==> src/rtl/core/asfe_pkg.sv <==
// ----------------------------------------------------------------------------
// asfe_pkg
// Shared types, register indexes and format helpers for the serial frame
// engine.
// ----------------------------------------------------------------------------
package asfe_pkg;

  localparam int ShiftW = 12;

  typedef enum logic [1:0] {
    CFG_WORD_BITS   = 2'd0,
    CFG_STOP_BITS   = 2'd1,
    CFG_PARITY_MODE = 2'd2
  } cfg_index_t;

  typedef enum logic [1:0] {
    PAR_NONE = 2'd0,
    PAR_ODD  = 2'd1,
    PAR_EVEN = 2'd2
  } parity_t;

  // effective frame format, out-of-range settings already clamped
  typedef struct packed {
    logic [3:0] word;
    logic [1:0] stop;
    logic       par;
    logic       odd;
  } fmt_t;

  function automatic fmt_t eff_fmt(logic [3:0] word_bits, logic [1:0] stop_bits,
                                   logic [1:0] parity_mode);
    fmt_t f;
    if (word_bits < 4'd5) begin
      f.word = 4'd5;
    end else if (word_bits > 4'd8) begin
      f.word = 4'd8;
    end else begin
      f.word = word_bits;
    end
    if (stop_bits == 2'd0) begin
      f.stop = 2'd1;
    end else if (stop_bits == 2'd3) begin
      f.stop = 2'd2;
    end else begin
      f.stop = stop_bits;
    end
    f.par = (parity_mode == PAR_ODD) || (parity_mode == PAR_EVEN);
    f.odd = (parity_mode == PAR_ODD);
    return f;
  endfunction

  function automatic logic [7:0] word_mask(logic [3:0] word);
    return 8'hFF >> (4'd8 - word);
  endfunction

endpackage

==> src/rtl/core/async_serial_frame_engine.sv <==
// ----------------------------------------------------------------------------
// async_serial_frame_engine
// Tick-driven serial transmitter and receiver with programmable frame format.
// ----------------------------------------------------------------------------
// Each input item is one baud tick: sampled rx_line, clear_to_send and the
// byte to send next. Each item yields exactly one result item: tx_level,
// tx_taken, rx_done and rx_byte.
// The accepting edge loads the input register; the edge on which the item
// advances loads the result register, where the receive and transmit state
// also update. A stalled result holds the item in the input register.
// One item per cycle is sustained while out_stall is low.
// in_stall rises only while the input register holds an item that cannot
// move because the result register is full and out_stall is high; a held
// result stays put until taken.
// Configuration: cfg_index 0 word_bits, 1 stop_bits, 2 parity_mode; index 3
// is ignored. cfg_ready is always high. Write only while no item is in flight.
// Synchronous reset restores 8 data bits, 1 stop, no parity, an idle-high
// transmit line, an empty transmitter and a receiver waiting for a start
// edge, and empties both registers.
// ----------------------------------------------------------------------------
module async_serial_frame_engine import asfe_pkg::*; (
  input  logic       clk,
  input  logic       rst,
  input  logic       in_valid,
  output logic       in_stall,
  input  logic       rx_line,
  input  logic       clear_to_send,
  input  logic [7:0] tx_byte,
  output logic       out_valid,
  input  logic       out_stall,
  output logic       tx_level,
  output logic       tx_taken,
  output logic       rx_done,
  output logic [7:0] rx_byte,
  input  logic       cfg_valid,
  output logic       cfg_ready,
  input  logic [1:0] cfg_index,
  input  logic [3:0] cfg_data
);

  logic [3:0] word_bits;
  logic [1:0] stop_bits;
  logic [1:0] parity_mode;
  fmt_t       fmt;

  logic       in_full;
  logic       in_rx;
  logic       in_cts;
  logic [7:0] in_byte;
  logic       advance;
  logic       accept;

  logic       level_next, taken_next, done_next;
  logic [7:0] byte_next;

  assign cfg_ready = 1'b1;
  assign fmt       = eff_fmt(word_bits, stop_bits, parity_mode);
  assign advance   = in_full && (!out_valid || !out_stall);
  assign in_stall  = in_full && !advance;
  assign accept    = in_valid && !in_stall;

  always_ff @(posedge clk) begin
    if (rst) begin
      word_bits   <= 4'd8;
      stop_bits   <= 2'd1;
      parity_mode <= PAR_NONE;
    end else if (cfg_valid && cfg_ready) begin
      case (cfg_index)
        CFG_WORD_BITS:   word_bits   <= cfg_data;
        CFG_STOP_BITS:   stop_bits   <= cfg_data[1:0];
        CFG_PARITY_MODE: parity_mode <= cfg_data[1:0];
        default: ;
      endcase
    end
  end

  always_ff @(posedge clk) begin
    if (rst) begin
      in_full <= 1'b0;
    end else if (accept) begin
      in_full <= 1'b1;
    end else if (advance) begin
      in_full <= 1'b0;
    end
  end

  always_ff @(posedge clk) begin
    if (accept) begin
      in_rx   <= rx_line;
      in_cts  <= clear_to_send;
      in_byte <= tx_byte;
    end
  end

  asfe_rx u_rx (
    .clk       (clk),
    .rst       (rst),
    .step      (advance),
    .fmt       (fmt),
    .rx_line   (in_rx),
    .done_next (done_next),
    .byte_next (byte_next)
  );

  asfe_tx u_tx (
    .clk           (clk),
    .rst           (rst),
    .step          (advance),
    .fmt           (fmt),
    .clear_to_send (in_cts),
    .tx_byte       (in_byte),
    .level_next    (level_next),
    .taken_next    (taken_next)
  );

  always_ff @(posedge clk) begin
    if (rst) begin
      out_valid <= 1'b0;
    end else if (advance) begin
      out_valid <= 1'b1;
    end else if (!out_stall) begin
      out_valid <= 1'b0;
    end
  end

  always_ff @(posedge clk) begin
    if (advance) begin
      tx_level <= level_next;
      tx_taken <= taken_next;
      rx_done  <= done_next;
      rx_byte  <= byte_next;
    end
  end

  // a held result is never overwritten
  assert property (@(posedge clk) disable iff (rst)
    out_valid && out_stall |-> !advance)
    else $error("result register overwritten while stalled");

  // every step lands in the result register
  assert property (@(posedge clk) disable iff (rst)
    advance |=> out_valid)
    else $error("step did not produce a result");

  // an item that cannot move stays in the input register
  assert property (@(posedge clk) disable iff (rst)
    in_full && !advance |=> in_full)
    else $error("input item dropped");

  // a latched frame cannot be announced twice in a row
  assert property (@(posedge clk) disable iff (rst)
    advance && taken_next |=> !(advance && taken_next && !$past(in_cts)))
    else $error("transmit frame latched twice without sending");

endmodule

==> src/rtl/core/asfe_rx.sv <==
// ----------------------------------------------------------------------------
// asfe_rx
// Receive side: start edge detect, bit count and character extraction.
// ----------------------------------------------------------------------------
module asfe_rx import asfe_pkg::*; (
  input  logic       clk,
  input  logic       rst,
  input  logic       step,
  input  fmt_t       fmt,
  input  logic       rx_line,
  output logic       done_next,
  output logic [7:0] byte_next
);

  logic [ShiftW-1:0] rx_shift, rx_shift_next;
  logic [3:0]        rx_count, rx_count_next;
  logic              rx_in_frame, rx_in_frame_next;
  logic [7:0]        rx_last_byte;
  logic [3:0]        frame_bits;
  logic [2:0]        tail;
  logic [ShiftW-1:0] data;

  always_comb begin
    tail             = 3'({1'b0, fmt.stop}) + 3'(fmt.par);
    frame_bits       = fmt.word + 4'(tail);
    rx_shift_next    = {rx_shift[ShiftW-2:0], rx_line};
    rx_count_next    = rx_count + 4'd1;
    rx_in_frame_next = rx_in_frame;
    data             = rx_shift_next >> tail;
    done_next        = 1'b0;
    byte_next        = rx_last_byte;
    if (!rx_in_frame) begin
      if (rx_shift[0] && !rx_line) begin
        rx_in_frame_next = 1'b1;
        rx_count_next    = 4'd0;
      end
    end else if (rx_count_next == frame_bits) begin
      byte_next        = data[7:0] & word_mask(fmt.word);
      rx_count_next    = 4'd0;
      rx_in_frame_next = 1'b0;
      done_next        = 1'b1;
    end
  end

  always_ff @(posedge clk) begin
    if (rst) begin
      rx_shift     <= '0;
      rx_count     <= '0;
      rx_in_frame  <= 1'b0;
      rx_last_byte <= '0;
    end else if (step) begin
      rx_shift     <= rx_shift_next;
      rx_count     <= rx_count_next;
      rx_in_frame  <= rx_in_frame_next;
      rx_last_byte <= byte_next;
    end
  end

endmodule

==> src/rtl/core/asfe_tx.sv <==
// ----------------------------------------------------------------------------
// asfe_tx
// Transmit side: frame build when empty; one bit per tick with clear_to_send.
// ----------------------------------------------------------------------------
module asfe_tx import asfe_pkg::*; (
  input  logic       clk,
  input  logic       rst,
  input  logic       step,
  input  fmt_t       fmt,
  input  logic       clear_to_send,
  input  logic [7:0] tx_byte,
  output logic       level_next,
  output logic       taken_next
);

  logic [ShiftW-1:0] tx_shift, tx_shift_next;
  logic [3:0]        tx_length, tx_length_next;
  logic [3:0]        tx_sent, tx_sent_next;
  logic              tx_empty, tx_empty_next;
  logic              tx_line_reg;
  logic [7:0]        data;
  logic              pbit;
  logic [2:0]        tail;
  logic [ShiftW-1:0] frame;
  logic [3:0]        pos;

  always_comb begin
    data  = tx_byte & word_mask(fmt.word);
    pbit  = (^data) ^ fmt.odd;
    tail  = 3'({1'b0, fmt.stop}) + 3'(fmt.par);
    frame = (ShiftW'(data) << tail)
          | (ShiftW'(pbit & fmt.par) << fmt.stop)
          | ((fmt.stop == 2'd2) ? ShiftW'(3) : ShiftW'(1));

    tx_shift_next  = tx_shift;
    tx_length_next = tx_length;
    tx_sent_next   = tx_sent;
    tx_empty_next  = tx_empty;
    taken_next     = 1'b0;
    if (tx_empty) begin
      tx_shift_next  = frame;
      tx_length_next = 4'd1 + fmt.word + 4'(tail);
      tx_sent_next   = 4'd0;
      tx_empty_next  = 1'b0;
      taken_next     = 1'b1;
    end

    pos        = tx_length_next - 4'd1 - tx_sent_next;
    level_next = tx_line_reg;
    if (clear_to_send && (tx_sent_next < tx_length_next)) begin
      level_next   = (pos < 4'(ShiftW)) ? tx_shift_next[pos] : 1'b0;
      tx_sent_next = tx_sent_next + 4'd1;
      if (tx_sent_next == tx_length_next) begin
        tx_empty_next = 1'b1;
      end
    end
  end

  always_ff @(posedge clk) begin
    if (rst) begin
      tx_shift    <= '0;
      tx_length   <= '0;
      tx_sent     <= '0;
      tx_empty    <= 1'b1;
      tx_line_reg <= 1'b1;
    end else if (step) begin
      tx_shift    <= tx_shift_next;
      tx_length   <= tx_length_next;
      tx_sent     <= tx_sent_next;
      tx_empty    <= tx_empty_next;
      tx_line_reg <= level_next;
    end
  end

endmodule
==> config.mk <==
export PLATFORM = sky130hd
export DESIGN_NAME = async_serial_frame_engine
export DESIGN_NICKNAME = d
export VERILOG_FILES = /design/src/rtl/core/asfe_pkg.sv /design/src/rtl/core/async_serial_frame_engine.sv /design/src/rtl/core/asfe_rx.sv /design/src/rtl/core/asfe_tx.sv
export SDC_FILE = /design/constraint.sdc
export NUM_CORES = 1
export LEC_CHECK = 0
export BUFFER_PORTS_ARGS = -buffer_cell sky130_fd_sc_hd__buf_2
export CELL_PAD_IN_SITES_DETAIL_PLACEMENT = 1
export CELL_PAD_IN_SITES_GLOBAL_PLACEMENT = 1
export CORE_MARGIN = 2
export CORE_UTILIZATION = 42
export DETAILED_ROUTE_END_ITERATION = 16
export PLACE_DENSITY = 0.84
export SLEW_MARGIN = 10
export SYNTH_ARGS = -nofsm -noshare
export SYNTH_HDL_FRONTEND = slang
export SYNTH_SLANG_ARGS = --single-unit
==> constraint.sdc <==
create_clock -name clk -period 4.75 [get_ports clk]
set_input_delay 0.95 -clock clk [delete_from_list [all_inputs] [get_ports clk]]
set_output_delay 0.95 -clock clk [all_outputs]
set_load 0.1 [all_outputs]
==> flow_metrics.tcl <==
set metrics [dict create \
    io_pins 35 \
    synth-edff-count 21 \
    syn-cell-area_mm2 0.004457 \
    ys_types 60 \
    status "finished, final reports clean" \
    top_register "u_tx.tx_shift" \
    grt_antenna_before_repair 0 \
    ys_ff_latch 76 \
    ff2ff_setup_slack_ns 0.31 \
    grt_first_pass_wirelength_mm 19.78 \
    syn_avg_cell_area_um2 9.040 \
    maxCapViolations 0 \
    grt_pass1_vias 3947 \
    clk_path_buf_depth 2 \
    overflow 0 \
    setup-violations-final 0 \
    cts_tree "yes" \
    hold_path_class "flip-flop to flip-flop" \
    drtAntennaViolNets 0 \
    drt_iter0_drc 142 \
    dpl.cell_count 640 \
    postCtsResizedCells 0 \
    wl_per_cell_um 18.24 \
    fmax_mhz 225.4 \
    dr.pass1.iters 4 \
    hold_viol_final 0 \
    final_common_cell "nor2_1" \
    finClkSkew_ns 0.007959 \
    die_w_um 107.0 \
    core_area_mm2 0.01032 \
    cts_hold_buf 0 \
    synth_fp_nets 533 \
    grtUsageTotal_pct 21.94 \
    final_cell_area_mm2 0.004975 \
    instances_no_fill 655 \
    clk_pin_slew_ns 0.08 \
    drive_above_1_share_pct 15.80 \
    num_rows 37 \
    gp_congestion 0.8991 \
    yosys_warnings 0 \
    leakage_uw 0.002024 \
    antenna_cells 0 \
    synth-async-reset-ratio_pct 0 \
    drc 0 \
    final.min_clock_period_ns 4.437 \
    dpl.hpwl_mm 8.317 \
    htree_levels 3 \
    clkSinkCount 76 \
    grt_max_degree 36 \
    insertion_delay_ns 0.36 \
    port_buffers 33 \
    area_delta_synth_final_pct 11.62 \
    worst_pin_slew_ns 1.220 \
    cp.arrival_ns 4.63 \
    drv_slew 0 \
    layout_common_cells "62 x nor2_1, 55 x dfxtp_1, 51 x nand2_1, 40 x a21oi_1, 33 x buf_2" \
    die_h_um 107.0 \
    fin_nets 555 \
    post_cts.repair.setup_buffers 0 \
    wl_mm 11.94 \
    synth_seq_area_share_pct 38.85 \
    largest_reg_flops 12 \
    start_util_pct 43.17 \
    syn_inst 493 \
    hold-worst-slack_ns 0.4716 \
    required_ns 4.95 \
    vias_per_cell 5.708 \
    top_regs "u_tx.tx_shift (12), u_rx.rx_shift (11)" \
    start_kind "flip-flop" \
    end_kind "flip-flop" \
    crit_type "flip-flop to flip-flop" \
    ir_drop_mv 0.1377 \
    place_area_mm2 0.004713 \
    period_share_pct 93.41 \
    synth_flop_cell "dfxtp_1" \
    critPathMaxFanout 7 \
    vias 3739 \
    cts-root-buf "clkbuf_8" \
    die_area_mm2 0.01145 \
    slew-limit-headroom_pct 18.47 \
    power_density_mw_per_mm2 350.8 \
    numCtsBuffers 9 \
]
==> layer usage <==
metal | share of wire [%] | vias up | track usage (%)
met5 | 0 | - | 0
met4 | 2.5 | 0 | 8.998
met3 | 5.0 | 25 | 4.255
met2 | 48 | 98 | 37.53
met1 | 44 | 1834 | 27.03
li1 | - | 1782 | -
==> kinds of logic after synthesis <==
kind of cell,count (synthesis),synth area share [%]
XOR/XNOR,24,5.334
flip-flops,76,38.85
multiplexers,48,12.49
buffers and inverters,49,4.716
AO/OA/AOI/OAI,103,14.82
other,1,0.08414
adder cells (fa/ha/maj),21,5.980
AND/OR/NAND/NOR,171,17.71
==> synth_stat cells, drive strengths merged, types with 2 or more instances <==
cell type  count  area [um2]
o21ai         12       63.81
a211o          2       17.52
nor2          62       232.7
xnor3          2       45.04
xor2           6       52.55
edfxtp        21       630.6
dfxtp         55        1101
mux2i         33       342.8
a22oi          7       52.55
mux4           4       90.09
a211oi        11       92.58
clkbuf        18       67.56
buf           12       71.32
nand2         52       197.7
and2           5       31.28
nand2b         4       25.02
a2111oi        2       17.52
maj3           2       21.27
nor3b          6       45.04
clkinv         2       7.510
nor3           7       35.03
and3b          3       26.28
ha            18       225.2
a31oi          7       43.79
o211ai         4       30.03
nand3b         4       30.03
nand3         13       70.07
a311oi         3       26.28
a21oi         41       209.0
o22ai          3       18.77
inv           17       63.81
xnor2         16       140.1
and3           4       25.02
a21o           2       15.01
nor2b          8       50.05
mux2          11       123.9
o21a           2       15.01
==> layout make-up <==
class | count | area, um2
Clock buffer | 10 | 127.6
Tap cell | 136 | 170.2
Sequential cell | 76 | 1732
Multi-Input combinational cell | 368 | 2524
Clock inverter | 5 | 125.1
Inverter | 19 | 71.32
Timing Repair Buffer | 41 | 225.2
Fill cell | 1208 | 5349
==> through the flow <==
step | setup WS [ns] | utilization [%] | power, uW | TNS (ns)
after floorplan | 0.1126 | - | 1010 | 0
after global placement | 0.6339 | 45.66 | 1082 | 0
after detailed placement | 0.3732 | 45.66 | 1101 | 0
after CTS | 0.2199 | 48.10 | 1741 | 0
after global routing | -0.02690 | 48.19 | 1814 | -0.02690
final | 0.3131 | 48.19 | 1745 | 0
==> worst max-delay path: stages, from the launching register on <==
cell	delay [ns]
dfxtp_1	0.35
inv_1	0.05
ha_1	0.32
inv_1	0.06
ha_1	0.30
clkinv_1	0.21
ha_1	0.27
inv_1	0.08
ha_1	0.16
a21oi_1	0.06
xnor2_1	0.18
mux2i_1	0.34
inv_1	0.08
ha_1	0.35
a21oi_1	0.27
xnor2_1	0.20
a2111oi_1	0.38
o211ai_1	0.20
and3_1	0.22
a31oi_1	0.19
==> path summary, 6_finish.rpt <==
kind,startpoint,endpoint,depth (start not counted)
worst max-delay path,parity_mode[1]$_SDFFE_PP0P_,tx_level$_DFFE_PP_,19
worst min-delay path,u_tx.tx_length[0]$_SDFFE_PP0P_,u_tx.tx_length[0]$_SDFFE_PP0P_,2
worst min register to register,u_tx.tx_length[0]$_SDFFE_PP0P_,u_tx.tx_length[0]$_SDFFE_PP0P_,2
worst max register to register,parity_mode[1]$_SDFFE_PP0P_,tx_level$_DFFE_PP_,19
==> power by group <==
| group | internal (uW) | switching, uW |
|---|---|---|
| Clock | 399 | 242 |
| Combinational | 140 | 250 |
| Sequential | 692 | 22.0 |
No activity file was read; power rests on OpenSTA's default activity.
